## config.mk

```make
export PLATFORM = sky130hd
export DESIGN_NAME = qte_cordic_cell
export DESIGN_NICKNAME = d
export VERILOG_FILES = /design/src/hdl/qte_pkg.sv /design/src/hdl/qte_cordic_cell.sv
export SDC_FILE = /design/constraint.sdc
export NUM_CORES = 1
export LEC_CHECK = 0
export BUFFER_PORTS_ARGS = -buffer_cell sky130_fd_sc_hd__buf_2
export CORE_MARGIN = 10
export CORE_UTILIZATION = 38
export CTS_CLUSTER_SIZE = 14
export DETAILED_ROUTE_END_ITERATION = 12
export SYNTH_ARGS = -nofsm -noshare
export SYNTH_HDL_FRONTEND = slang
export SYNTH_SLANG_ARGS = --single-unit
```

## constraint.sdc

```tcl
create_clock -name clk -period 6.4 [get_ports clk]
set_clock_uncertainty 0.15 [all_clocks]
set_input_delay 0.64 -clock clk [delete_from_list [all_inputs] [get_ports clk]]
set_output_delay 0.64 -clock clk [all_outputs]
set_load 0.005 [all_outputs]
```

## src/hdl/qte_pkg.sv

```systemverilog
// shared types and constants for the quaternion to euler angle converter
package qte_pkg;

  // widths of the internal terms
  localparam int TERM_W  = 34;   // sum-of-products terms, Q4.28 with headroom
  localparam int SARG_W  = 30;   // clamped pitch argument
  localparam int ROOT_W  = 58;   // square root work registers
  localparam int CX_W    = 36;   // cordic x and y
  localparam int ANG_W   = 34;   // cordic angle, Q4.30
  localparam int SQRT_STEPS = 29;
  localparam int LANES   = 3;
  localparam int TABLE_LEN = 24;

  localparam logic signed [ANG_W-1:0] HALF_PI_Q30 = 34'sd1686629713;
  localparam logic signed [16:0] PI_Q13      = 17'sd25736;
  localparam logic signed [16:0] HALF_PI_Q13 = 17'sd12868;

  // atan(2^-i) in Q2.30
  localparam logic [31:0] ATAN_TAB [TABLE_LEN] = '{
    32'd843314856, 32'd497837829, 32'd263043836, 32'd133525158, 32'd67021686,
    32'd33543515, 32'd16775850, 32'd8388437, 32'd4194282, 32'd2097149,
    32'd1048575, 32'd524287, 32'd262143, 32'd131071, 32'd65535, 32'd32767,
    32'd16383, 32'd8191, 32'd4095, 32'd2047, 32'd1023, 32'd511, 32'd255,
    32'd127
  };

  // one cordic lane
  typedef struct packed {
    logic signed [CX_W-1:0]  x;
    logic signed [CX_W-1:0]  y;
    logic signed [ANG_W-1:0] z;
    logic                    zero;
  } lane_t;

  // terms carried alongside the square root
  typedef struct packed {
    logic signed [TERM_W-1:0] rn;
    logic signed [TERM_W-1:0] rd;
    logic signed [TERM_W-1:0] yn;
    logic signed [TERM_W-1:0] yd;
    logic signed [SARG_W-1:0] s;
  } side_t;

endpackage

```

## src/hdl/qte_cordic_cell.sv

```systemverilog
// one vectoring micro-rotation for the three angle lanes
module qte_cordic_cell
  import qte_pkg::*;
#(
  parameter int ITER = 0
) (
  input  logic  clk,
  input  logic  en,
  input  lane_t lane_in  [LANES],
  output lane_t lane_out [LANES]
);

  lane_t lane_next [LANES];

  // rotate toward the x axis
  always_comb begin
    for (int k = 0; k < LANES; k++) begin
      lane_next[k].zero = lane_in[k].zero;
      if (lane_in[k].y >= 0) begin
        lane_next[k].x = lane_in[k].x + (lane_in[k].y >>> ITER);
        lane_next[k].y = lane_in[k].y - (lane_in[k].x >>> ITER);
        lane_next[k].z = lane_in[k].z + ANG_W'(ATAN_TAB[ITER]);
      end else begin
        lane_next[k].x = lane_in[k].x - (lane_in[k].y >>> ITER);
        lane_next[k].y = lane_in[k].y + (lane_in[k].x >>> ITER);
        lane_next[k].z = lane_in[k].z - ANG_W'(ATAN_TAB[ITER]);
      end
    end
  end

  always_ff @(posedge clk) begin
    if (en) begin
      lane_out <= lane_next;
    end
  end

endmodule

```

**Word-level counts from Yosys, hierarchy flattened**

Cells that the tools add are included.
Widths: inputs -> output; s select.

- Register bits: 321
- Bits in latches: 0
- Bits in writable memories: 0
- Bits in read-only memories: 0
- Input bits: 323
- Output and inout port bits: 321
- Word-level logic and storage cells: 33
- Memories: 0

- Add/sub/neg operators: 15
- $mul: 0
- Div/mod/pow operators: 0
- Magnitude comparators: 3
- Equal/unequal tests: 0
- Shifts and indexed selects: 0
- Mux-type cells: 3
- Bitwise operators: 0
- Reductions and logical operators: 0

Operators with widths:

| operator | number |
|---|---|
| $mux 106 | 3 |
| $sub 36x36->36 | 6 |
| $add 36x36->36 | 3 |
| $ge 36x1->1 const B | 3 |
| $add 34x30->34 const B | 3 |
| $sub 34x30->34 const B | 3 |

**Longest topological paths before layout**

- Depth in word-level cells: 2
- Depth in mapped cells: 17
- Gate-level depth less buffers: 13

**Least setup slack after synthesis**

No wires, ideal clock.

- Kind: input port to flip-flop
- Start point: in lane_in[284] (netlist bit)
- End point: reg lane_out[244] (netlist bit), data pin
- Setup time: 0.271 ns
- Arrival: 4.359 ns
- Data required time: 5.979 ns
- Setup slack: 1.620 ns
- Stages on the path: 16
- Path buffers: 5
- Cell sequence: clkbuf_1 clkbuf_1 clkbuf_1 clkbuf_1 clkbuf_1 xor2_1 ha_1 o21a_1 o21ai_0 a221oi_1 o311ai_1 a21oi_1 a31o_2 a21oi_1 o311ai_1 xor2_1

RTL lines:

| element | RTL line | source |
|---|---|---|
| start, declared | qte_cordic_cell.sv:9 | `input lane_t lane_in [LANES],` |
| end signal, assigned | qte_cordic_cell.sv:33 | `lane_out <= lane_next;` |
| end, declared | qte_cordic_cell.sv:10 | `output lane_t lane_out [LANES]` |

==> impl_results.md <==
- P&R area growth vs syn: 16.4%
- Commonest cells in the netlist: a21oi_1 (460), ha_1 (354), nor2_1 (330), inv_1 (323), edfxtp_1 (318)
- Num CTS Buffers: between 40 and 50
- Register area share after synthesis: 0.290
- Biggest register: lane_out
- Maximum capacitance violations: 0
- CORE AREA: 85700 sq um
- Antenna Nets Post-Route: 0
- Number of synthesized flops with an enable pin: about 320
- Max Clock Freq: between 200 and 250 MHz
- Share of cells above drive strength 1: 0.174
- Outcome: complete, no violations
- Clock slew at reported path FFs: around 0.07 ns
- First-pass GRT wire length: 189 mm
- Clock Path Buffers: 3
- Wirelength per Cell: 22.7 um
- # rows: 107
- Post-CTS Resized: 0
- CP max FO: 5
- Post-Syn Instances: 3965
- Die footprint: between 90000 and 100000 sq um
- Worst Hold Class: in -> reg
- Final GP Congestion: between 0.9 and 1
- Ports: ~640
- Slowest stage delay, CP: slightly above 0.7 ns
- Leak: between 15 and 20 nW
- Initial antenna violation count: 39
- Vias per cell: 5.65
- Global route overflow: 0
- Fill count: between 8k and 9k
- Hpwl dp: 103 mm
- Worst EP required: 6.59 ns
- Iteration-0 DRC Markers: a little over 3k
- DRT Pass-1 Iters: 5
- Count of pins over their slew limit: 0
- Hold Buf Count CTS: 0
- Clock sinks: 318
- Synthesized net count: approximately 4.7k
- FFs w/ async S/R, synth: 0
- Crit Path Class: in -> reg
- Flops & latches, synth: about 320
- Worst path arrival time: 4.22 ns
- Number of global-route vias before repair: approximately 31k
- Final instance area: ~38000 sq um
- Slew margin rel.: 0.302
- Netlist cell types: a little under 90
- Top cell type's share of synthesized area: 0.290
- GRT Resource Usage Total: 0.243
- Critical Path, Cell by Cell: buf_2 -> inv_1 -> ha_1 -> nor2b_1 -> o31a_1 -> o21ai_1 -> a31oi_1 -> a221oi_1 -> o221ai_1 -> a221o_1 -> and3_1 -> o32a_1 -> xnor2_1
- Total of warnings raised by yosys: 0
- Final setup fails: 0
- Post-synth design cell area: between 30000 and 40000 sq um
- Syn_area_per_cell: between 8 and 9 sq um
- DRC errors left: 0
- Most frequent cell after synthesis: a21oi_1
- Chip width: 315 um
- Maximum VDD drop: 0.245 mV
- Vias: roughly 32k
- Primary FF master, synth: edfxtp_1
- Worst slew pin tran: roughly 1.0 ns
- Starting Density: 0.385
- Final period demand of the worst path: a little over 4 ns
- Register area: around 9500 sq um
- Max reg flops: ~320
- CP Capture Type: flip-flop
- Final hold vios: 0
- Layout net count: around 5.1k
- Largest area contributor in the netlist: edfxtp_1
- Startpoint Class: primary input
- Setup Buffers After CTS: 0
- CP max stage cell: a221oi_1
- Total negative slack: 0 ns
- Cell Pwr Density: 221 nW/um^2
- Fin util: 0.448
- I/O Buffers: 643
- Unrepaired setup endpoints after global routing: false
- Area of the multi-input gates: ~21000 sq um
- Largest net degree at the start of global routing: approximately 130
- Die Y: 315 um
- DP Area: roughly 37000 sq um
- Root buffer cell: clkbuf_16
- Largest regs: lane_out (318)
- Part of the cycle the worst path needs: 0.630
- H-tree Lvls: 2
- Area contributors post-synth: edfxtp_1 (29%), ha_1 (13%), a21oi_1 (7.0%), xnor2_1 (6.4%), o21ai_0 (4.3%)
- CTS tree: built
- Routed WL: roughly 130 mm
==> final cells by class <==
cell class,count,share of cell area
well taps,1144,0.0373
diodes,22,0.00143
multi-input cells,3098,0.555
repair buffers,657,0.0877
inverters,332,0.0325
clock buffers,48,0.0280
flip-flops and latches,318,0.249
clock inverters,27,0.00933
==> kinds of logic (layout without fill, tap and decap cells) <==
group,Yosys count,after routing,synth area share
multiplexers,65,65,0.0197
XOR/XNOR,309,309,0.0821
adder cells (fa/ha/maj),367,367,0.141
flip-flops,318,318,0.290
AO/OA/AOI/OAI,1337,1337,0.256
buffers and inverters,549,1064,0.0646
AND/OR/NAND/NOR,1020,1020,0.147
other,0,22,0
==> report_power, final <==
group	leakage [nW]	internal (mW)	total (mW)	switching [mW]
Sequential	3.11	2.75	2.87	0.116
Combinational	13.0	1.17	3.10	1.93
Clock	0.689	1.53	2.52	0.998
Total	16.8	5.45	8.49	3.04
==> worst max-delay path: cells and delay by family <==
kind,cells,cell delay [ns]
compound gates,7,2.52
xor+xnor,1,0.12
fa+ha+maj,1,0.32
buf+inv,2,0.24
simple gates,2,0.35
==> layout by cell type, fill, tap and decap left out, types with 67 or more instances in the layout <==
cell type / instances
buf_2: 639
a21oi_1: 460
ha_1: 354
nor2_1: 330
inv_1: 321
edfxtp_1: 318
o21ai_0: 283
nand2_1: 247
xnor2_1: 242
nor3_1: 103
a21o_1: 102
o21bai_1: 92
xor2_1: 67
==> final timing paths <==
check,start,end,slack (ns),depth (start not counted)
worst max-delay path,lane_in[250],lane_out[284]$_DFFE_PP_,2.37,13
worst min-delay path,lane_in[3],lane_out[3]$_DFFE_PP_,0.07,1
==> metal layers <==
metal  GRT usage  vias to the layer above  share of wire
met1       0.310                    15100           0.42
met3      0.0570                      229          0.084
met5           0                        -         0.0013
met2       0.393                     1291           0.46
met4      0.0923                       28          0.037
li1            -                    15200              -
==> metrics by stage <==
step	hold slack, ns	instances	setup slack (ns)	power [mW]
global placement	0.667	5549	1.87	5.97
global route	0.0435	5640	2.12	8.92
CTS	0.0457	5624	2.44	8.53
detailed placement	0.668	5549	1.82	5.96
floorplan	0.589	3965	1.62	4.70
finish	0.0740	5646	2.37	8.49
Power figures use the tool's default switching activity.
