**src/hdl/qte_pkg.sv**
```systemverilog
// shared types and constants for the quaternion to euler angle converter
package qte_pkg;

  // widths of the internal terms
  localparam int TERM_W  = 34;   // sum-of-products terms, Q4.28 with headroom
  localparam int SARG_W  = 30;   // clamped pitch argument
  localparam int ROOT_W  = 58;   // square root work registers
  localparam int CX_W    = 36;   // cordic x and y
  localparam int ANG_W   = 34;   // cordic angle, Q4.30
  localparam int SQRT_STEPS = 29;
  localparam int LANES   = 3;
  localparam int TABLE_LEN = 24;

  localparam logic signed [ANG_W-1:0] HALF_PI_Q30 = 34'sd1686629713;
  localparam logic signed [16:0] PI_Q13      = 17'sd25736;
  localparam logic signed [16:0] HALF_PI_Q13 = 17'sd12868;

  // atan(2^-i) in Q2.30
  localparam logic [31:0] ATAN_TAB [TABLE_LEN] = '{
    32'd843314856, 32'd497837829, 32'd263043836, 32'd133525158, 32'd67021686,
    32'd33543515, 32'd16775850, 32'd8388437, 32'd4194282, 32'd2097149,
    32'd1048575, 32'd524287, 32'd262143, 32'd131071, 32'd65535, 32'd32767,
    32'd16383, 32'd8191, 32'd4095, 32'd2047, 32'd1023, 32'd511, 32'd255,
    32'd127
  };

  // one cordic lane
  typedef struct packed {
    logic signed [CX_W-1:0]  x;
    logic signed [CX_W-1:0]  y;
    logic signed [ANG_W-1:0] z;
    logic                    zero;
  } lane_t;

  // terms carried alongside the square root
  typedef struct packed {
    logic signed [TERM_W-1:0] rn;
    logic signed [TERM_W-1:0] rd;
    logic signed [TERM_W-1:0] yn;
    logic signed [TERM_W-1:0] yd;
    logic signed [SARG_W-1:0] s;
  } side_t;

endpackage

```
**src/hdl/qte_sqrt_cell.sv**
```systemverilog
// one step of the bitwise integer square root, with the terms that ride along
module qte_sqrt_cell
  import qte_pkg::*;
#(
  parameter int BIT_POS = 56
) (
  input  logic              clk,
  input  logic              en,
  input  logic [ROOT_W-1:0] n_in,
  input  logic [ROOT_W-1:0] res_in,
  input  side_t             side_in,
  output logic [ROOT_W-1:0] n_out,
  output logic [ROOT_W-1:0] res_out,
  output side_t             side_out
);

  logic [ROOT_W-1:0] bitv;
  logic [ROOT_W-1:0] trial;
  logic [ROOT_W-1:0] n_next;
  logic [ROOT_W-1:0] res_next;

  // trial subtract of res + bit
  always_comb begin
    bitv  = ROOT_W'(1) << BIT_POS;
    trial = res_in + bitv;
    if (n_in >= trial) begin
      n_next   = n_in - trial;
      res_next = (res_in >> 1) + bitv;
    end else begin
      n_next   = n_in;
      res_next = res_in >> 1;
    end
  end

  always_ff @(posedge clk) begin
    if (en) begin
      n_out    <= n_next;
      res_out  <= res_next;
      side_out <= side_in;
    end
  end

endmodule

```
**config.mk**
```make
export PLATFORM = sky130hd
export DESIGN_NAME = qte_sqrt_cell
export DESIGN_NICKNAME = d
export VERILOG_FILES = /design/src/hdl/qte_pkg.sv /design/src/hdl/qte_sqrt_cell.sv
export SDC_FILE = /design/constraint.sdc
export NUM_CORES = 1
export LEC_CHECK = 0
export BUFFER_PORTS_ARGS = -buffer_cell sky130_fd_sc_hd__buf_4
export CORE_AREA = 2 2 220 222
export DETAILED_ROUTE_END_ITERATION = 16
export DIE_AREA = 0 0 222 224
export PLACE_DENSITY = 0.55
export SYNTH_ARGS = -nofsm -noshare
export SYNTH_HDL_FRONTEND = slang
export SYNTH_SLANG_ARGS = --single-unit
export TNS_END_PERCENT = 100
```
**constraint.sdc**
```tcl
create_clock -name clk -period 3.8 [get_ports clk]
set_clock_uncertainty 0.2 [all_clocks]
set_input_delay 0.19 -clock clk [delete_from_list [all_inputs] [get_ports clk]]
set_output_delay 0.19 -clock clk [all_outputs]
set_load 0.01 [all_outputs]
```
Word level (Yosys, flattened, before mapping)
Cells that the tools add are included.
{ "totals": {"regBits": 282, "latchBits": 0, "ram_bits": 0, "rom_bits": 0, "in_bits": 284, "output_inout_bits": 282, "memories": 0} }
{ "classes": {"addsub": 3, "multipliers": 0, "div_mod_pow": 0, "n_lt_le_gt_ge": 1, "eq_ne": 0, "n_shift": 0, "n_mux": 2, "bitwise_logic": 0, "reduce_logical": 0} }
{ "op_table": {"columns": ["op", "n"], "rows": [
  ["57-bit by 57-bit adder with 58-bit output (second input constant)", 1],
  ["58-bit by 57-bit adder with 58-bit output (second input constant)", 1],
  ["58-bit greater-or-equal comparator", 1],
  ["58-bit 2-to-1 mux", 1],
  ["58-bit subtractor", 1],
  ["57-bit 2-to-1 mux", 1]
]} }

Longest topological paths before layout
Gate-level depths: netlist of the first run.
{ "depth": {"ltp_word": 3, "mapped_depth": 14, "depth_no_buf": 13} }

Worst setup path after synthesis of the first run
OpenSTA, ideal clock, no wires.
{ "synth_timing": {"path_type": "input to register", "startpoint": "input port n_in[0]", "endpoint": "register n_out[10], data pin", "setup_ns": 0.260, "arrival_time_ns": 3.003, "required_ns": 3.340, "path_slack_ns": 0.337, "path_stages": 14, "path_cell_list": "inv_1 ha_1 inv_1 fa_1 a21o_1 a221o_1 a22oi_2 a211oi_2 o21ai_2 a21oi_4 a311oi_4 o21ai_4 buf_6 mux2_4"} }
{ "synth_via": {"elab_chain_cells": 2, "elab_cells_between_ends": 3} }
{ "synth_lines": {"columns": ["element", "line", "rtl"], "rows": [
  ["start, declared", "qte_sqrt_cell.sv:9", "input logic [ROOT_W-1:0] n_in,"],
  ["58-bit subtractor or 58-bit greater-or-equal comparator (tied branches)", "qte_sqrt_cell.sv:27, qte_sqrt_cell.sv:26", null],
  ["58-bit 2-to-1 mux (*)", "qte_sqrt_cell.sv:26", "if (n_in >= trial) begin"],
  ["via n_next[10]", "qte_sqrt_cell.sv:19", "logic [ROOT_W-1:0] n_next;"],
  ["end signal, assigned", "qte_sqrt_cell.sv:37", "n_out <= n_next;"],
  ["end, declared", "qte_sqrt_cell.sv:12", "output logic [ROOT_W-1:0] n_out,"]
]} }
Mark *: on every way through the listed nets, which the timed path passes. The rest lies on a longest branch.
A chain may end at the register's enable or synchronous reset.

Final worst setup path of the first run
{ "layout_timing": {"startpoint": "input port res_in[0]", "endpoint": "register n_out[9], data pin"} }
{ "layout_via": {"elab_chain_cells": 3, "elab_cells_between_ends": 4} }
{ "layout_lines": {"columns": ["element", "line", "rtl"], "rows": [
  ["start, declared", "qte_sqrt_cell.sv:10", "input logic [ROOT_W-1:0] res_in,"],
  ["58-bit by 57-bit adder with 58-bit output (*)", "qte_sqrt_cell.sv:25", "trial = res_in + bitv;"],
  ["58-bit subtractor or 58-bit greater-or-equal comparator (tied branches)", "qte_sqrt_cell.sv:27, qte_sqrt_cell.sv:26", null],
  ["58-bit 2-to-1 mux (*)", "qte_sqrt_cell.sv:26", null],
  ["via n_next[9]", "qte_sqrt_cell.sv:19", null]
]} }
Marks and branches as above.

==> results of run 1 <==
-- per-stage QoR --
step	setup TNS [ps]	cells	util, %
final	0	2496	47.77
after floorplan	0	952	-
after CTS	0	2474	47.37
after global placement	-823.0	2128	38.80
after detailed placement	-2495	2128	38.80
after global routing	0	2493	47.75
-- flip-flops by register name, indices dropped and copies added, names as in the netlist --
signal and count:
n_out 58, res_out 58, side_out 166
-- tightest hold or removal path, stage by stage --
cell and delay [ps]:
buf_4 110, inv_1 70, ha_2 190, mux2i_1 70
-- what timing repair did --
item                       4_1_cts  5_1_grt
resized for setup                0        8
hold endpoints to repair       305        0
buffers inserted                 0       13
hold buffers                   283        0
setup endpoints to repair        0       58
-- cell families (layout without fill, tap and decap cells) --
group / count (synthesis) / count (layout) / share of synthesized area [%]
muxes: 52 / 52 / 5.421
AOI/OAI and AO/OA: 236 / 236 / 12.11
DFF: 282 / 282 / 63.92
buffers and inverters: 108 / 1029 / 3.315
and+or+nand+nor: 171 / 171 / 6.696
other: 0 / 8 / 0
adders and majority gates: 59 / 59 / 5.629
xor gates and xnor gates: 44 / 44 / 2.909
-- worst max path at each step --
stage	slack (ps)	depth (start not counted)	to	startpoint
floorplan	340	14	n_out[10]$_DFFE_PP_	n_in[0]
global placement	-30	15	n_out[29]$_DFFE_PP_	n_in[0]
detailed placement	-80	15	n_out[20]$_DFFE_PP_	n_in[0]
CTS	60	15	n_out[16]$_DFFE_PP_	res_in[0]
global route	4	17	n_out[9]$_DFFE_PP_	res_in[0]
finish	150	17	n_out[9]$_DFFE_PP_	res_in[0]
-- power by group --
part	internal, W	leakage [nW]	total, W	switching, W
clock	0.00216	0.589	0.00362	0.00146
combinational	0.00122	6.43	0.00233	0.00112
sequential	0.00378	2.76	0.00388	0.000105
-- synth_stat cells (all sizes together) (11+ instances only) --
library cell,n
edfxtp,282
inv,73
a21oi,67
ha,58
mux2,47
a21o,35
o21ai,35
nand2,33
nor2,31
clkbuf,30
xnor2,30
nor3,21
o211ai,17
nand3,16
nand4,16
o21a,15
xor2,14
o21bai,12
a211oi,11
-- layer usage --
metal	vias to the layer above	wire length (um)	GRT usage [%]
li1	5438	-	-
met1	5663	23400	26.69
met2	478	27110	36.64
met3	105	4193	7.240
met4	12	1994	7.781
met5	-	75	0.09775
-- final cells by class --
class                   instances  area [sq um]
flip-flops and latches        282          8468
inverters                      73         274.0
multi-input cells             562          4353
clock buffers                  37         904.6
well taps                     615         769.5
diodes                          8         20.02
clock inverters                26         320.3
repair buffers                893          7507
fillers                      4227         24730
-- placed cells by master (no fill, tap or decap), types with 9 or more instances in the layout --
master         count
o21ai_0           32
xnor2_1           30
o211ai_1          17
nor2_1            31
dlygate4sd3_1    283
nand2_1           33
o21bai_1          12
a21o_1            35
nand3_1           16
nand4_1           16
and3_1             9
a211oi_1          10
ha_1              57
xor2_1            14
mux2_2            10
clkbuf_16         37
mux2_4            37
a31oi_1            9
inv_1             73
a21oi_1           66
edfxtp_1         282
nor3_1            21
o21a_1            15
buf_4            601
==> results by group, run 1 <==
Setup path
  • Setup CP Type: primary input to register
  • Crit-path slowest cell: dlygate4sd3_1
  • Buf/Inv on CP: 6
  • Startpoint types: primary input
  • WP data arrival: ~3700 ps
  • Crit path cell chain: dlygate4sd3_1 -> buf_4 -> ha_2 -> inv_1 -> fa_2 -> a21o_1 -> a221o_1 -> a22oi_2 -> a211oi_2 -> o21ai_2 -> buf_6 -> a21oi_4 -> a311oi_4 -> o21ai_4 -> buf_4 -> buf_12 -> mux2_4
  • CP required: between 3000 and 4000 ps
  • CP Capture Type: register
  • Slowest cell delay on critical path: 520 ps
  • Top cell by count, worst path: buf_4
  • Worst-path maximum fanout: 13
  • CP delay by family, top: compound AO/OA/AOI/OAI gates

Drt
  • Vias per cell: between 4 and 5
  • DR WL/cell: ~23 um
  • DRT antenna net count: 0
  • Vias: 11,700
  • Pre-Repair DR Iteration Count: 5
  • DRT Wirelength: roughly 57,000 um
  • Initial drt markers: between 700 and 800
  • # DRC: 0

Yosys
  • Yosys warnings: 0
  • Synthesized cell area: 13,250 sq um
  • Main area contributors after synthesis: edfxtp_1, ha_1, mux2_4
  • Post-synth EDFFs: around 280
  • Post-synthesis sequential area ratio: between 60% and 70%
  • Synth Net Count: about 1,300
  • Post-synth top area share: a little under two thirds
  • Cells after Synth: 952
  • Ys async rst share: 0%
  • Post-Syn Area per Cell: ~14 sq um
  • Synth area leader: edfxtp_1
  • Synth cell types: between 60 and 70
  • Register bit total from synthesis: 282
  • Top FF cell, synth: edfxtp_1

Clocking
  • CTS sink cnt: between 200 and 300
  • Clk slew on worst S/H paths: 50 ps
  • Root Driver: clkbuf_16
  • CTS tree: built
  • H-tree depth: 2
  • CTS max path bufs: 3
  • Cts bufs inserted: 36

STA
  • Tcrit/Tclk final: between 90% and 100%
  • Final worst path period need: around 3700 ps
  • Final worst-path setup slack: 148.6 ps
  • Worst Max-Slew Pin Slew: just over 800 ps
  • Slew margin rel.: a little under half
  • Final setup viols: 0
  • RSZ-0062 raised after global routing: false
  • Final Max Slew Viols: 0
  • Fmax: roughly 270 MHz
  • Final Hold Fails: 0
  • Final Hold Slack: between 60 and 70 ps

Power
  • Static leakage: 9.774 nW
  • Total power: between 0.009 and 0.01 W
  • Pwr dens: approximately 430 nW/um^2
  • Worst vdd ir: around 0.00034 V

Global route
  • GRT Total Usage: between 20% and 30%
  • Largest net degree at the start of global routing: slightly below 100
  • Vias in the first global route: about 12,000
  • Initial antenna violation count: 13
  • Grt ovf: 0
  • First-pass GRT wire length: a little over 80,000 um

Min path
  • Hold path depth: 4
  • HP Start: n_in[0]
  • Worst min-delay path class: primary input to register
  • Hold endpoint: n_out[0]$_DFFE_PP_

Floorplanning
  • Top Ports: between 500 and 600
  • Core Region: between 40,000 and 50,000 sq um
  • Placement Rows: 80
  • Die H: roughly 220 um
  • Die ar.: a little under 50,000 sq um
  • Die W: roughly 220 um
  • Initial Util: 27.98%

Flow run
  • Max Cap Viol: 0

Placement
  • Hpwl dp: around 43,000 um
  • GP Congestion: about 0.90
  • Port buffer count: around 570
  • Setup WS pre-CTS: -77.09 ps
  • Cell Area, Placed: ~18,000 sq um

Finish
  • Fin nets: between 2,000 and 2,500
  • Synthesis-to-layout area growth: 70.72%
  • Fin area: about 23,000 sq um
  • Layout cells sized above 1: between 30% and 40%

Status
  • Status: completed
No activity file was read; power rests on OpenSTA's default activity.
==> inputs of run 2 (changes only) <==
- clock period: 3.8 -> 4 ns (I/O delays scaled with it)
==> results by group, run 2 (synthesis results as in run 1) <==
Status
  • Status: completed

STA
  • Fmax: around 260 MHz
  • Final setup viols: 0
  • Final worst path period need: 3864 ps
  • Slew margin rel.: 36.93%
  • Final Hold Fails: 0
  • Tcrit/Tclk final: between 90% and 100%
  • Final Max Slew Viols: 0
  • Setup tns final: 0 ps
  • Worst Max-Slew Pin Slew: about 950 ps
  • RSZ-0062 raised after global routing: false

Power
  • Worst vdd ir: approximately 0.00027 V
  • Int Pwr: about 0.0065 W
  • Comb pwr share: between 20% and 30%
  • Static leakage: roughly 9.6 nW
  • Pwr dens: approximately 400 nW/um^2
  • Clk network pwr share: between 30% and 40%
  • Psw: between 0.002 and 0.003 W
  • Sw Ratio: between 20 and 30%
  • Reg power frac: 41.1%
  • Total power: 0.008980 W

Finish
  • Layout cells sized above 1: 37.51%
  • Fin util: about 47%
  • Max FFs per register: ~170
  • Most frequent cells in the layout: buf_4, dlygate4sd3_1, edfxtp_1
  • Footprint of the multi-input gates: 4355 sq um
  • Regs by FF count: side_out: 166 flops, n_out: 58 flops, res_out: 58 flops
  • Register area: 8468 sq um
  • Most common cell after layout, fill and taps aside: buf_4
  • Fin nets: between 2,000 and 2,500
  • Largest register by flop count: side_out
  • Filler Cell Count: roughly 4,300
  • Synthesis-to-layout area growth: 68.28%

Global route
  • First-pass GRT wire length: 80,430 um
  • Vias in the first global route: ~12,000
  • Initial antenna violation count: 7
  • Grt ovf: 0
  • Largest net degree at the start of global routing: between 100 and 150
  • GRT Total Usage: approximately 22%

Floorplanning
  • Initial Util: between 20% and 30%
  • Die ar.: 49,730 sq um
  • Top Ports: roughly 570
  • Die H: around 220 um
  • Core Region: approximately 47,000 sq um
  • Die W: between 200 and 250 um
  • Placement Rows: 80

Drt
  • Vias: 11,520
  • Pre-Repair DR Iteration Count: 5
  • Initial drt markers: between 600 and 700
  • # DRC: 0
  • Vias per cell: between 4 and 5
  • DRT antenna net count: 0
  • DR WL/cell: between 20 and 25 um
  • DRT Wirelength: approximately 57,000 um

Setup path
  • Setup crit start: n_in[0]
  • CP Capture Type: register
  • CP required: slightly above 4000 ps
  • Setup CP Type: primary input to register
  • WP data arrival: just under 4000 ps
  • Worst-path maximum fanout: 16
  • Startpoint types: primary input
  • Capture point of the worst path: n_out[22]$_DFFE_PP_

Clocking
  • CTS sink cnt: between 200 and 300
  • H-tree depth: 2
  • Cts bufs inserted: 37
  • Root Driver: clkbuf_16
  • CTS tree: built
  • CTS max path bufs: 3
  • Clk slew on worst S/H paths: ~60 ps

Placement
  • GP Congestion: 0.8929
  • Port buffer count: ~570
  • Hpwl dp: 43,420 um

Min path
  • Worst min-delay path class: primary input to register

Flow run
  • Max Cap Viol: 0
==> run 2: cell types whose count changed in the layout (fill, tap and decap cells not counted), moves of 2 or more <==
cell       delta
bufinv_16     -6
clkinv_1      +2
diode_2       -6
buf_4        -20
clkbuf_1      +8
buf_12        -2
clkbuf_16     +2
==> run 2: per-stage QoR <==
| stage | cell area [sq um] | cells | hold slack [ps] | setup WS, ps |
|---|---|---|---|---|
| 6_report | 22290 | 2470 | 59.25 | 135.9 |
| 4_1_cts | 22220 | 2465 | 76.34 | 48.66 |
| 2_1_floorplan | 13250 | 952 | 98.87 | 526.8 |
| 5_1_grt | 22290 | 2469 | 92.47 | 12.29 |
| 3_5_place_dp | 18300 | 2118 | 179.4 | 14.21 |
| 3_3_place_gp | 18300 | 2118 | 178.1 | 109.6 |
==> run 2: per-layer routing <==
metal	wire length, um	GRT usage [%]	vias up
met3	3952	6.611	118
met4	2510	9.394	10
met1	23580	27.19	5525
li1	-	-	5401
met2	26740	36.01	468
met5	63	0	-
==> run 2: power by group through the flow <==
stage               Combinational, W  Clock, W  Sequential (W)
global route                 0.00232   0.00332         0.00372
floorplan                   0.000730         0         0.00388
global placement             0.00190         0         0.00375
detailed placement           0.00191         0         0.00374
CTS                          0.00217   0.00321         0.00369
finish                       0.00218   0.00311         0.00369
==> run 2: cell type report <==
cell class,instances,share of cell area [%]
diodes,2,0.02245
clock buffers,47,4.417
inverters,73,1.229
well taps,615,3.452
multi-input cells,562,19.54
flip-flops and latches,282,37.99
repair buffers,871,32.83
clock inverters,18,0.5276
==> run 2: how the worst min path moves through the flow <==
stage,from,endpoint,depth (start not counted),slack (ps)
final,en,side_out[123]$_DFFE_PP_,1,60
after global routing,en,side_out[83]$_DFFE_PP_,1,90
after CTS,en,side_out[41]$_DFFE_PP_,1,80
after detailed placement,side_in[18],side_out[18]$_DFFE_PP_,1,180
after global placement,side_in[6],side_out[6]$_DFFE_PP_,1,180
after floorplan,res_in[1],res_out[0]$_DFFE_PP_,0,100
==> run 2: critical path: stages <==
cell and delay (ps):
dlygate4sd3_1 540, buf_4 130, inv_1 70, ha_1 170, inv_1 60, fa_1 390
a21o_1 190, a221o_1 380, a22oi_2 280, a211oi_2 140, o21ai_2 150, buf_4 150
a21oi_4 100, a311oi_4 290, o21ai_4 150, clkbuf_16 250, mux2_4 310
==> run 2: what timing repair did <==
item | 4_1_cts | 5_1_grt
resized for setup | 0 | 5
endpoints found under the hold margin | 282 | 0
setup endpoints to repair | 0 | 52
buffers inserted | 0 | 2
hold buffers | 282 | 0
==> inputs of run 3 (changes only) <==
- RECOVER_POWER: unset -> 25
==> results by group, run 3 (synthesis results as in run 1) <==
Status
  • Status: completed

Floorplanning
  • Core Region: around 47,000 sq um
  • Die H: around 220 um
  • Initial Util: 27.98%
  • Die W: ~220 um
  • Placement Rows: 80
  • Die ar.: 49,730 sq um
  • Top Ports: 566

Setup path
  • Buf/Inv on CP: 6
  • Startpoint types: primary input
  • Setup CP Type: primary input to register
  • Crit path cell chain: dlygate4sd3_1 -> buf_4 -> inv_1 -> ha_1 -> inv_1 -> fa_1 -> a21o_1 -> a221o_1 -> a22oi_2 -> a211oi_2 -> o21ai_2 -> buf_4 -> a21oi_4 -> a311oi_4 -> o21ai_4 -> clkbuf_16 -> mux2_4
  • CP delay by family, top: compound AO/OA/AOI/OAI gates
  • WP data arrival: about 4000 ps
  • Slowest cell delay on critical path: roughly 540 ps
  • Setup crit start: n_in[0]
  • Worst-path maximum fanout: 16
  • CP Capture Type: register
  • Crit-path slowest cell: dlygate4sd3_1
  • CP required: around 4100 ps

Clocking
  • CTS max path bufs: 3
  • CTS sink cnt: 282
  • CTS tree: built
  • Clk slew on worst S/H paths: 60 ps
  • Cts bufs inserted: 37
  • H-tree depth: 2
  • Root Driver: clkbuf_16

Power
  • Total power: roughly 0.009 W
  • Int Pwr: about 0.0064 W
  • Clk network pwr share: a little over a third
  • Sw Ratio: 27.95%
  • Pwr dens: between 400 and 500 nW/um^2
  • Comb pwr share: 24.1%
  • Psw: 0.002500 W
  • Reg power frac: approximately two fifths
  • Worst vdd ir: between 0.0002 and 0.0003 V
  • Static leakage: about 9.5 nW

STA
  • Slew margin rel.: a little over a third
  • Final Max Slew Viols: 0
  • Final Hold Fails: 0
  • Setup tns final: 0 ps
  • Final setup viols: 0
  • Worst Max-Slew Pin Slew: ~960 ps
  • Fmax: around 260 MHz
  • RSZ-0062 raised after global routing: false
  • Final worst path period need: just under 4000 ps
  • Tcrit/Tclk final: slightly below 100%

Finish
  • Max FFs per register: roughly 170
  • Layout cells sized above 1: 35.94%
  • Most common cell after layout, fill and taps aside: buf_4
  • Most frequent cells in the layout: buf_4, dlygate4sd3_1, edfxtp_1
  • Fin nets: ~2,200
  • Largest register by flop count: side_out
  • Footprint of the multi-input gates: about 4400 sq um
  • Synthesis-to-layout area growth: 67.47%
  • Filler Cell Count: 4,322
  • Register area: roughly 8500 sq um
  • Regs by FF count: side_out: 166 flops, n_out: 58 flops, res_out: 58 flops

Drt
  • DRT antenna net count: 0
  • Vias: around 12,000
  • Pre-Repair DR Iteration Count: 6
  • Vias per cell: around 4.7
  • DR WL/cell: 22.92 um
  • # DRC: 0
  • DRT Wirelength: between 50,000 and 60,000 um
  • Initial drt markers: slightly below 700

Global route
  • Vias in the first global route: 11,960
  • GRT Total Usage: 22.06%
  • Grt ovf: 0
  • Largest net degree at the start of global routing: 117
  • First-pass GRT wire length: between 80,000 and 90,000 um
  • Initial antenna violation count: 7

Placement
  • Port buffer count: 565
  • GP Congestion: around 0.89
  • Hpwl dp: between 40,000 and 50,000 um

Min path
  • HP Start: en
  • Worst min-delay path class: primary input to register

Flow run
  • Max Cap Viol: 0
run 3: path summary, 6_finish.rpt:
check / slack (ps) / end / cells after the start
worst min-delay path: 50 / side_out[123]$_DFFE_PP_ / 1
worst max-delay path: 140 / n_out[22]$_DFFE_PP_ / 17
run 3: repair_timing:
action | 4_1_cts | 5_1_grt
buffers inserted | 0 | 2
resized for setup | 0 | 5
setup endpoints to repair | 0 | 52
hold buffers | 282 | 0
hold endpoints to repair | 282 | 0
run 3: final cells by class:
class	count	share of cell area, %
multi-input cells	562	19.63
clock inverters	18	0.5301
repair buffers	871	32.49
diodes	3	0.03384
flip-flops and latches	282	38.17
inverters	73	1.235
clock buffers	47	4.438
well taps	615	3.468
run 3: power groups by stage:
stage | clock, W | sequential, W | combinational [W]
finish | 0.00311 | 0.00369 | 0.00215
global route | 0.00332 | 0.00372 | 0.00230
CTS | 0.00321 | 0.00369 | 0.00217
detailed placement | 0 | 0.00374 | 0.00191
global placement | 0 | 0.00375 | 0.00190
floorplan | 0 | 0.00388 | 0.000730
run 3: layer usage:
metal / global-route usage (%) / up-vias / part of all wire (%)
met1: 27.19 / 5528 / 42
met2: 36.01 / 448 / 47
li1: - / 5401 / -
met5: 0 / - / 0.11
met4: 9.394 / 10 / 4.4
met3: 6.611 / 115 / 6.9
run 3: stage by stage:
stage / utilization (%) / instances / hold slack (ps) / instance area, sq um / setup slack [ps]
global placement: 38.64 / 2118 / 178.1 / 18300 / 109.6
floorplan: - / 952 / 98.87 / 13250 / 526.8
finish: 46.86 / 2471 / 45.41 / 22190 / 137.0
global route: 46.85 / 2469 / 92.47 / 22180 / 12.19
detailed placement: 38.64 / 2118 / 179.4 / 18300 / 14.21
CTS: 46.93 / 2465 / 76.34 / 22220 / 48.66
